## config.mk

```make
export PLATFORM = sky130hd
export DESIGN_NAME = cmag_front
export DESIGN_NICKNAME = d
export VERILOG_FILES = /design/src/rtl/complex_magnitude_16_macros.svh /design/src/rtl/cmag_pkg.sv /design/src/rtl/cmag_front.sv
export SDC_FILE = /design/constraint.sdc
export NUM_CORES = 2
export LEC_CHECK = 0
export ABC_AREA = 1
export BUFFER_PORTS_ARGS = -buffer_cell sky130_fd_sc_hd__buf_2
export CELL_PAD_IN_SITES_DETAIL_PLACEMENT = 0
export CELL_PAD_IN_SITES_GLOBAL_PLACEMENT = 1
export CORE_MARGIN = 10
export CORE_UTILIZATION = 40
export CTS_BUF_LIST = sky130_fd_sc_hd__clkbuf_2 sky130_fd_sc_hd__clkbuf_4 sky130_fd_sc_hd__clkbuf_8
export CTS_CLUSTER_SIZE = 20
export DETAILED_ROUTE_END_ITERATION = 12
export GPL_TIMING_DRIVEN = 0
export PLACE_DENSITY = 0.8
export SYNTH_ARGS = -nofsm -noshare
export SYNTH_HDL_FRONTEND = slang
export SYNTH_SLANG_ARGS = --single-unit
export TNS_END_PERCENT = 10
```

## constraint.sdc

```tcl
create_clock -name clk -period 14.2 [get_ports clk]
set_clock_uncertainty 0.1 [all_clocks]
set_input_delay 0 -clock clk [delete_from_list [all_inputs] [get_ports clk]]
set_output_delay 0 -clock clk [all_outputs]
set_load 0.01 [all_outputs]
```

## src/rtl/complex_magnitude_16_macros.svh

```systemverilog
// Assertion macros for the complex magnitude block.
`ifndef COMPLEX_MAGNITUDE_16_MACROS_SVH
`define COMPLEX_MAGNITUDE_16_MACROS_SVH
`ifndef NO_ASSERTIONS
`define CM_ASSERT_IMPL(label, clk, rst_n, prop) \
    label: assert property (@(posedge clk) disable iff (!rst_n) prop) \
        else $error("assertion failed");
`define CM_ASSERT_NEXT(label, clk, rst_n, cond, conseq) \
    label: assert property (@(posedge clk) disable iff (!rst_n) (cond) |=> (conseq)) \
        else $error("assertion failed");
`else
`define CM_ASSERT_IMPL(label, clk, rst_n, prop)
`define CM_ASSERT_NEXT(label, clk, rst_n, cond, conseq)
`endif
`endif

```

## src/rtl/cmag_pkg.sv

```systemverilog
// Package: types and constants for the complex magnitude pipeline.
`timescale 1ns / 1ps
package cmag_pkg;
    localparam int unsigned SQ_W = 32;
    localparam int unsigned EST_W = 16;
    localparam logic [14:0] INV_SQRT2_Q15 = 15'd23170;
    localparam int unsigned EST_SHIFT = 15;
    localparam logic [EST_W-1:0] EST_MAX = 16'd32767;

    typedef struct packed {
        logic [SQ_W-1:0]  square;
        logic [EST_W-1:0] est;
    } cmag_work_t;
endpackage

```

## src/rtl/cmag_front.sv

```systemverilog
// Front end: absolute values, sum of squares and first estimate, four stages.
`timescale 1ns / 1ps
module cmag_front
    import cmag_pkg::*;
(
    input  logic        clk,
    input  logic        rst_n,
    input  logic        en,
    input  logic        in_valid,
    input  logic [15:0] real_part,
    input  logic [15:0] imag_part,
    output logic        out_valid,
    output cmag_work_t  out_work
);
    logic [3:0]  valid_reg;
    logic [16:0] a_reg, b_reg;
    logic [31:0] sa_reg, sb_reg;
    logic [17:0] ab_reg;
    logic [31:0] square_reg;
    logic [32:0] prod_reg;
    cmag_work_t  work_reg;
    logic [16:0] a_next, b_next;
    logic [17:0] first;

    assign a_next = real_part[15] ? (17'h10000 - {1'b0, real_part}) : {1'b0, real_part};
    assign b_next = imag_part[15] ? (17'h10000 - {1'b0, imag_part}) : {1'b0, imag_part};
    assign first  = prod_reg[32:15];

    always_ff @(posedge clk or negedge rst_n)
    begin
        if (!rst_n)
        begin
            valid_reg <= '0;
        end
        else if (en)
        begin
            valid_reg <= {valid_reg[2:0], in_valid};
        end
    end

    always_ff @(posedge clk)
    begin
        if (en)
        begin
            a_reg      <= a_next;
            b_reg      <= b_next;
            sa_reg     <= 32'(a_reg * a_reg);
            sb_reg     <= 32'(b_reg * b_reg);
            ab_reg     <= {1'b0, a_reg} + {1'b0, b_reg};
            square_reg <= sa_reg + sb_reg;
            prod_reg   <= 33'(ab_reg * INV_SQRT2_Q15);
            work_reg.square <= square_reg;
            work_reg.est    <= (first > 18'(EST_MAX)) ? EST_MAX : first[EST_W-1:0];
        end
    end

    assign out_valid = valid_reg[3];
    assign out_work  = work_reg;
endmodule

```

==> flow_summary_export.csv <==
group,metric,value,unit
floorplanning,die_h,302,µm
timing,min_period_over_period,48.1,%
timing,max_slew_margin,50.0,%
yosys,ys_types,42,
worst_setup_path,worst-path-max-fanout,10,
floorplanning,dieArea,91200,µm²
clock_network,cts_buffers,37,
final_layout,final_common_cell,"inv_1",
place,globalplace.congestion,0.904,
timing,drv_slew,0,
global_route,grt_max_degree,138,
yosys,ys_async_sr_fraction,1.85,%
hold_path,hold_class,"in2reg",
final_layout,ff_latch_area,6470,µm²
timing,layout_min_cycle_time,6.83,ns
yosys,ys_ff_latch,216,
detailed_routing,drt-initial-drc-count,1465,
hold_path,hold_depth,2,
clock_network,clk-insertion-delay-late,0.62,ns
timing,worst_pin_slew,0.751,ns
floorplanning,ios,85,
yosys,synthCells,3833,
final_layout,largest_reg_flops,48,
final_layout,multi_input_area,21100,µm²
yosys,synth-compound-area-share,3.56,%
clock_network,clk_pin_slew,0.06,ns
clock_network,cts_root_buf,"clkbuf_8",
final_layout,utilization,44.3,%
timing,rsz0062_at_grt,"false",
global_route,groute.layer.met1.usage,24.6,%
clock_network,clk_path_buf_depth,3,
final_layout,mostFrequentLayoutCells,"inv_1 (1,057), nand2_1 (939), fa_1 (432)",
global_route,use_met2,29.4,%
global_route,gr-total-overflow,0,
run_status,status,"completed",
worst_setup_path,cp.arrival,7.07,ns
floorplanning,start_util,40.3,%
worst_setup_path,worstPathRequired,14.44,ns
yosys,synth_top_family_by_area,"adder cells",
detailed_routing,via_per_inst,4.65,
clock_network,cts_tree,"built",
detailed_routing,dr.pass1.iters,5,
yosys,synth_xor_area_share,3.36,%
yosys,synth_edf_count,212,
timing,hold_viol_final,0,
worst_setup_path,endpoint_kind,"register",
global_route,antenna_found_initial,2,
floorplanning,rows,103,
detailed_routing,drc,0,
detailed_routing,drt-total-wl,77.8,mm
clock_network,cts.sinks,216,
global_route,grt_first_pass_wirelength,129,mm
worst_setup_path,worstSetupPathType,"reg2reg",
place,place_hpwl,66.9,mm
yosys,yosysSeqAreaShare,20.3,%
worst_setup_path,r2r_cells,20,
detailed_routing,drtAntennaViolNets,0,
yosys,postSynthAreaPerCell,8.30,µm²
global_route,grt_most_used_layer,"met2",
global_route,grt_util_met3,2.13,%
clock_network,cts-htree-levels,2,
yosys,synth_simple_gate_area_share,17.7,%
yosys,synth_fa_ha_area_share,41.5,%
job,maxCapViolCount,0,
detailed_routing,routedWlPerCell,15.3,µm
timing,max_freq,0.146,GHz
clock_network,cts_setup_buffers,0,
yosys,ys_warn_count,0,
worst_setup_path,startpoint_type,"register",
timing,final-setup-viol-count,0,
yosys,netlist_area,31800,µm²
final_layout,fill_cells,7963,
final_layout,drive_gt1_share,5.44,%
place,io_buffers,84,
yosys,synth-main-ff-cell,"edfxtp_1",
floorplanning,core_region_area,78900,µm²
yosys,muxShareOfSynthArea,0.0708,%
final_layout,nNetsFinal,4855,
detailed_routing,routed-via-count,23700,
floorplanning,die_w,302,µm
global_route,track_usage,17.8,%
timing,fin_tns_setup,0,ns
final_layout,syn_to_final_growth,9.85,%
global_route,grt_pass1_vias,24600,
-- logic make-up (layout without fill, tap and decap cells) --
group / count (synthesis) / count (layout)
buffers and inverters: 1135 / 1346
other: 1 / 4
XOR/XNOR: 122 / 122
adder cells (fa/ha/maj): 796 / 796
flip-flops: 216 / 216
AO/OA/AOI/OAI: 205 / 205
multiplexers: 2 / 2
AND/OR/NAND/NOR: 1356 / 1356
-- worst paths after layout --
kind	startpoint	end	slack, ns
max reg2reg	a_reg[4]$_DFFE_PP_	sa_reg[31]$_DFFE_PP_	7.37
min reg2reg	square_reg[16]$_DFFE_PP_	out_work[32]$_DFFE_PP_	0.31
max	a_reg[4]$_DFFE_PP_	sa_reg[31]$_DFFE_PP_	7.37
min in group asynchronous	rst_n	valid_reg[1]$_DFFE_PN0P_	0.20
max in group asynchronous	rst_n	valid_reg[2]$_DFFE_PN0P_	13.63
min	real_part[0]	a_reg[0]$_DFFE_PP_	0.07
-- repair_timing --
action / CTS / global route
resized for setup: 0 / 0
endpoints found under the setup margin: 0 / 0
hold endpoints to repair: 118 / 0
hold buffers: 64 / 0
-- Yosys cell counts (3+ instances only) --
master,n,area (µm²)
xnor2_1,29,254
o21bai_1,21,158
buf_2,4,20.0
o21ai_0,46,230
nand4_1,38,238
fa_1,432,8650
nand3_1,111,556
nand3b_1,12,90.1
nor2_1,170,638
o21a_1,5,37.5
inv_1,1057,3970
or2_2,8,50.1
inv_2,4,15.0
xor2_1,93,815
nor2_2,17,106
nand3_2,7,70.1
a21oi_1,118,591
nand2_1,939,3520
and2_1,7,43.8
nor3_2,6,60.1
edfxtp_1,212,6370
nor3_1,12,60.1
dfrtp_1,4,100
clkbuf_1,69,259
nor4_1,3,18.8
nand2_2,20,125
ha_1,364,4550
o21ai_1,5,25.0
-- cell type report --
type                    instances  share of cell area, %
clock inverters                13                  0.315
clock buffers                  49                   1.72
well taps                    1050                   3.76
diodes                          1                0.00716
multi-input cells            2484                   60.3
plain buffers                  73                  0.799
inverters                    1062                   11.4
repair buffers                149                   3.14
flip-flops and latches        216                   18.5
-- per-stage QoR --
stage | cell area [µm²] | setup slack, ns | hold slack (ns) | cells
after CTS | 34900 | 7.42 | 0.0222 | 5096
final | 34900 | 7.37 | 0.0681 | 5097
after floorplan | 31800 | 8.65 | -0.396 | 3835
after global placement | 33500 | 7.31 | -0.293 | 4969
after detailed placement | 33600 | 7.37 | -0.293 | 4970
after global routing | 34900 | 7.11 | 0.0700 | 5097
-- routing by layer --
layer	share of wire (%)	wire length, µm
met1	47	36800
met2	46	35500
met3	4.8	3710
met4	2.3	1800
met5	0	0
-- worst max-delay path, stage by stage (launching register included) --
cell	delay, ns
edfxtp_1	0.55
clkbuf_1	0.47
clkbuf_1	0.60
nand2_1	0.24
fa_1	0.55
fa_1	0.51
fa_1	0.52
inv_1	0.06
fa_1	0.50
fa_1	0.49
inv_1	0.05
fa_1	0.47
inv_1	0.04
ha_1	0.38
nand2_1	0.11
nor2_1	0.24
nand3_1	0.13
nand3b_1	0.22
nand2_1	0.12
nand3_1	0.09
nand2_1	0.13
Power is left out: the tool's default activity adds up to more than one toggle a clock period on the data nets, which glitch-free logic cannot reach.
