<file path="src/rtl/complex_magnitude_16_macros.svh">
// Assertion macros for the complex magnitude block.
`ifndef COMPLEX_MAGNITUDE_16_MACROS_SVH
`define COMPLEX_MAGNITUDE_16_MACROS_SVH
`ifndef NO_ASSERTIONS
`define CM_ASSERT_IMPL(label, clk, rst_n, prop) \
    label: assert property (@(posedge clk) disable iff (!rst_n) prop) \
        else $error("assertion failed");
`define CM_ASSERT_NEXT(label, clk, rst_n, cond, conseq) \
    label: assert property (@(posedge clk) disable iff (!rst_n) (cond) |=> (conseq)) \
        else $error("assertion failed");
`else
`define CM_ASSERT_IMPL(label, clk, rst_n, prop)
`define CM_ASSERT_NEXT(label, clk, rst_n, cond, conseq)
`endif
`endif

</file>
<file path="src/rtl/cmag_pkg.sv">
// Package: types and constants for the complex magnitude pipeline.
`timescale 1ns / 1ps
package cmag_pkg;
    localparam int unsigned SQ_W = 32;
    localparam int unsigned EST_W = 16;
    localparam logic [14:0] INV_SQRT2_Q15 = 15'd23170;
    localparam int unsigned EST_SHIFT = 15;
    localparam logic [EST_W-1:0] EST_MAX = 16'd32767;

    typedef struct packed {
        logic [SQ_W-1:0]  square;
        logic [EST_W-1:0] est;
    } cmag_work_t;
endpackage

</file>
<file path="src/rtl/cmag_newton.sv">
// One Newton step: pipelined restoring divide (four quotient bits per stage), then average.
`timescale 1ns / 1ps
module cmag_newton
    import cmag_pkg::*;
(
    input  logic       clk,
    input  logic       rst_n,
    input  logic       en,
    input  logic       in_valid,
    input  cmag_work_t in_work,
    output logic       out_valid,
    output cmag_work_t out_work
);
    localparam int unsigned STAGES = SQ_W / 4;

    logic [STAGES-1:0] valid_reg;
    logic [SQ_W-1:0]   sq_reg   [STAGES];
    logic [EST_W-1:0]  est_reg  [STAGES];
    logic [EST_W:0]    rem_reg  [STAGES];
    logic [SQ_W-1:0]   quot_reg [STAGES];
    logic [SQ_W-1:0]   dvd_reg  [STAGES];
    logic [EST_W:0]    rem_next  [STAGES];
    logic [SQ_W-1:0]   quot_next [STAGES];
    logic [SQ_W-1:0]   dvd_next  [STAGES];
    cmag_work_t        work_reg;
    logic              vout_reg;
    logic [SQ_W:0]     sum;

    always_comb
    begin
        for (int s = 0; s < STAGES; s++)
        begin
            logic [EST_W:0]   r;
            logic [SQ_W-1:0]  q;
            logic [SQ_W-1:0]  d;
            logic [EST_W-1:0] dv;
            if (s == 0)
            begin
                r  = '0;
                q  = '0;
                d  = in_work.square;
                dv = in_work.est;
            end
            else
            begin
                r  = rem_reg[s-1];
                q  = quot_reg[s-1];
                d  = dvd_reg[s-1];
                dv = est_reg[s-1];
            end
            for (int k = 0; k < 4; k++)
            begin
                r = {r[EST_W-1:0], d[SQ_W-1]};
                d = {d[SQ_W-2:0], 1'b0};
                if (r >= {1'b0, dv})
                begin
                    r = r - {1'b0, dv};
                    q = {q[SQ_W-2:0], 1'b1};
                end
                else
                begin
                    q = {q[SQ_W-2:0], 1'b0};
                end
            end
            rem_next[s]  = r;
            quot_next[s] = q;
            dvd_next[s]  = d;
        end
    end

    always_ff @(posedge clk or negedge rst_n)
    begin
        if (!rst_n)
        begin
            valid_reg <= '0;
            vout_reg  <= 1'b0;
        end
        else if (en)
        begin
            valid_reg <= {valid_reg[STAGES-2:0], in_valid};
            vout_reg  <= valid_reg[STAGES-1];
        end
    end

    always_ff @(posedge clk)
    begin
        if (en)
        begin
            for (int s = 0; s < STAGES; s++)
            begin
                rem_reg[s]  <= rem_next[s];
                quot_reg[s] <= quot_next[s];
                dvd_reg[s]  <= dvd_next[s];
            end
            sq_reg[0]  <= in_work.square;
            est_reg[0] <= in_work.est;
            for (int s = 1; s < STAGES; s++)
            begin
                sq_reg[s]  <= sq_reg[s-1];
                est_reg[s] <= est_reg[s-1];
            end
            work_reg.square <= sq_reg[STAGES-1];
            work_reg.est    <= (est_reg[STAGES-1] == '0) ? '0 : sum[EST_W:1];
        end
    end

    assign sum       = {1'b0, quot_reg[STAGES-1]} + (SQ_W+1)'(est_reg[STAGES-1]);
    assign out_valid = vout_reg;
    assign out_work  = work_reg;
endmodule

</file>
<file path="config.mk">
export PLATFORM = sky130hd
export DESIGN_NAME = cmag_newton
export DESIGN_NICKNAME = d
export VERILOG_FILES = /design/src/rtl/complex_magnitude_16_macros.svh /design/src/rtl/cmag_pkg.sv /design/src/rtl/cmag_newton.sv
export SDC_FILE = /design/constraint.sdc
export NUM_CORES = 2
export LEC_CHECK = 0
export BUFFER_PORTS_ARGS = -buffer_cell sky130_fd_sc_hd__buf_4
export CORE_MARGIN = 3
export CORE_UTILIZATION = 45
export DETAILED_ROUTE_END_ITERATION = 8
export MAX_ROUTING_LAYER = met4
export PLACE_DENSITY = 0.7
export REMOVE_ABC_BUFFERS = 1
export SKIP_LAST_GASP = 1
export SLEW_MARGIN = 0
export SYNTH_ARGS = -nofsm -noshare
export SYNTH_HDL_FRONTEND = slang
export SYNTH_SLANG_ARGS = --single-unit
</file>
<file path="constraint.sdc">
create_clock -name clk -period 24.9 [get_ports clk]
set_input_delay 3.735 -clock clk [delete_from_list [all_inputs] [get_ports clk]]
set_output_delay 3.735 -clock clk [all_outputs]
set_load 0.02 [all_outputs]
</file>
==> impl_metrics.py <==
metrics = {
    "status": {
        "status": "completed",
    },
    "detailed_routing": {
        "vias_per_cell": 5.709,
        "first_pass_iters": 9,
        "wirelength_mm": 109.4,
        "first_iter_violations": 2497,
        "drc": 0,
        "postRouteAntennaNets": 0,
        "detail_route.wl_per_cell_um": 17.85,
        "vias": 34970,
    },
    "sta": {
        "period_needed_ns": 13.32,
        "finClkSkew_ns": 0.03774,
        "hold_viol": 0,
        "tightest_slew_ns": 1.217,
        "setup_viol": 0,
        "post-route-period-util": 0.5350,
        "final_max_slew_viol_count": 0,
        "rsz0062_at_grt": "no",
        "tns_ns": 0,
        "slew_headroom": 0.1723,
        "max_freq_mhz": 75.06,
    },
    "critical_path": {
        "critPathMaxStageDelay_ns": 0.71,
        "crit_path_max_fanout": 21,
        "worstPathBufferInverterCount": 2,
        "critical-path-top-delay-family": "compound AO/OA/AOI/OAI gates",
        "critPathLaunchType": "flop",
        "r2r_slack_ns": 11.58,
        "crit_top_cell": "o21ai_0",
        "timing_worst_setup_path_type": "flop to flop",
        "required_ns": 25.29,
        "cp_slowest_cell": "a211oi_4",
        "end_kind": "flop",
        "arrival_ns": 13.71,
    },
    "clocking": {
        "cts.path.max_buffers": 3,
        "insertion_delay_ns": 0.67,
        "clk_transition_reported_paths_ns": 0.06,
        "cts_sinks": 598,
        "cts.htree.levels": 3,
        "post_cts_buffers": 0,
        "cts-resized-gates": 0,
        "cts_tree": "built",
        "hold_buffers": 0,
        "cts-root-buf": "clkbuf_16",
        "cts_buffers": 68,
    },
    "global_routing": {
        "busiest_layer": "met2",
        "grt_overflow": 0,
        "met3_usage": 0.02408,
        "grtUsageMet2": 0.3257,
        "grt_pass1_wl_mm": 173.7,
        "grtUsageMet1": 0.2766,
        "grt_antenna_before_repair": 0,
        "grt_use_total": 0.2060,
        "grt_pass1_vias": 33160,
        "grt_max_degree": 173,
    },
    "layout": {
        "area_growth_syn_to_layout_pct": 10.25,
        "largest_reg_flops": 229,
        "final_cell_mix": "edfxtp_1 (589), ha_1 (513), inv_1 (353)",
        "final_common_cell": "edfxtp_1",
        "drive_above_1_share": 0.1137,
        "diodes": 0,
        "layout.nets": 5301,
    },
    "synthesis": {
        "synth_top_flop_cell": "edfxtp_1",
        "synth_edf_count": 589,
        "async_flop_share": 0.01505,
        "syn_area_um2": 46370,
        "synth_cells": 4579,
        "synth_area_per_cell_um2": 10.13,
        "ys_seq_area_frac": 0.3863,
        "yosys_warnings": 0,
        "synth_seq_cells": 598,
        "ys_types": 98,
    },
    "die": {
        "die_y_um": 327,
        "ios": 101,
        "core_um2": 102000,
        "die_w_um": 327,
        "rows": 117,
        "initial_core_util": 0.4544,
        "die-area_um2": 106900,
    },
    "place": {
        "gp_congestion": 0.9404,
        "hpwl_mm": 84.77,
        "portBuffers": 100,
    },
    "worst_hold_path": {
        "hold_class": "flop to flop",
    },
    "flow_run": {
        "maxCapViolations": 0,
    },
}
==> metal layers <==
metal  routed length [um]  share of wire
met1                51230           0.47
met2                49510           0.45
met3                 5376          0.049
met4                 3242          0.030
met5                    0              0
==> per-stage QoR <==
step           hold WS, ns    util  area [um^2]  worst slack [ns]  std cells
2_1_floorplan       0.4003       -        46080             11.50       4516
3_3_place_gp        0.4002  0.4774        48720             11.40       6003
3_5_place_dp        0.4045  0.4774        48720             11.24       6003
4_1_cts             0.3978  0.5010        51120             11.71       6126
5_1_grt             0.4132  0.5010        51120             10.58       6126
6_report            0.3951  0.5010        51120             11.58       6126
==> synthesized netlist by cell type (31+ instances only) <==
cell	n	area, um^2
nor4_1	42	262.8
edfxtp_1	589	17690
nand4_1	74	462.9
mux2i_1	34	340.3
ha_1	513	6419
inv_1	353	1325
nor3_1	75	375.4
and3_1	44	275.3
o21ai_0	286	1431
a21o_1	136	1021
xnor2_1	230	2014
xor2_1	94	823.3
a211oi_1	35	262.8
a21oi_1	335	1677
a31oi_1	35	219.0
nand2_1	283	1062
clkbuf_1	34	127.6
nor2b_1	80	500.5
nand2b_1	54	337.8
mux2_2	246	2770
fa_1	31	620.6
nor2_1	349	1310
nand3_1	69	345.3
o31ai_1	38	285.3
o21bai_1	41	307.8
a21boi_0	38	285.3
o21a_1	79	593.1
==> worst paths after layout <==
path | from | end | cells after the start
max in group asynchronous | rst_n | valid_reg[1]$_DFFE_PN0P_ | 1
worst max register to register | est_reg[0][49]$_DFFE_PP_ | rem_reg[4][11]$_DFFE_PP_ | 41
worst min-delay path | sq_reg[6][12]$_DFFE_PP_ | sq_reg[7][12]$_DFFE_PP_ | 0
worst max-delay path | est_reg[0][49]$_DFFE_PP_ | rem_reg[4][11]$_DFFE_PP_ | 41
worst min register to register | sq_reg[6][12]$_DFFE_PP_ | sq_reg[7][12]$_DFFE_PP_ | 0
min in group asynchronous | rst_n | valid_reg[0]$_DFFE_PN0P_ | 1
==> worst register-to-register path: cells and delay by family (launching register included) <==
kind	cells	cell delay, ns
and+or+nand+nor	6	1.38
AOI/OAI and AO/OA	26	8.06
DFF	1	0.51
adders and majority gates	4	1.27
buffers and inverters	2	0.42
muxes	3	1.39
==> area by class of cell <==
type	instances	area [um^2]
fill	9216	50910
clock inverter	43	658.1
tap	1368	1712
multi-input combinational	3561	26840
timing repair buffer	119	913.4
inverter	357	1340
sequential	598	17910
clock buffer	80	1747
==> logic make-up (layout without fill, tap and decap cells) <==
logic type / count (synthesis) / in the layout / synth area share
compound gates: 1238 / 1238 / 0.1744
xor+xnor: 324 / 324 / 0.06120
fa+ha+maj: 544 / 544 / 0.1518
buf+inv: 420 / 599 / 0.03516
flops: 598 / 598 / 0.3863
mux: 293 / 293 / 0.07075
simple gates: 1162 / 1162 / 0.1204
Power is not shown: default switching activity piles up to over one toggle a cycle in this logic, so the estimate is an artifact.
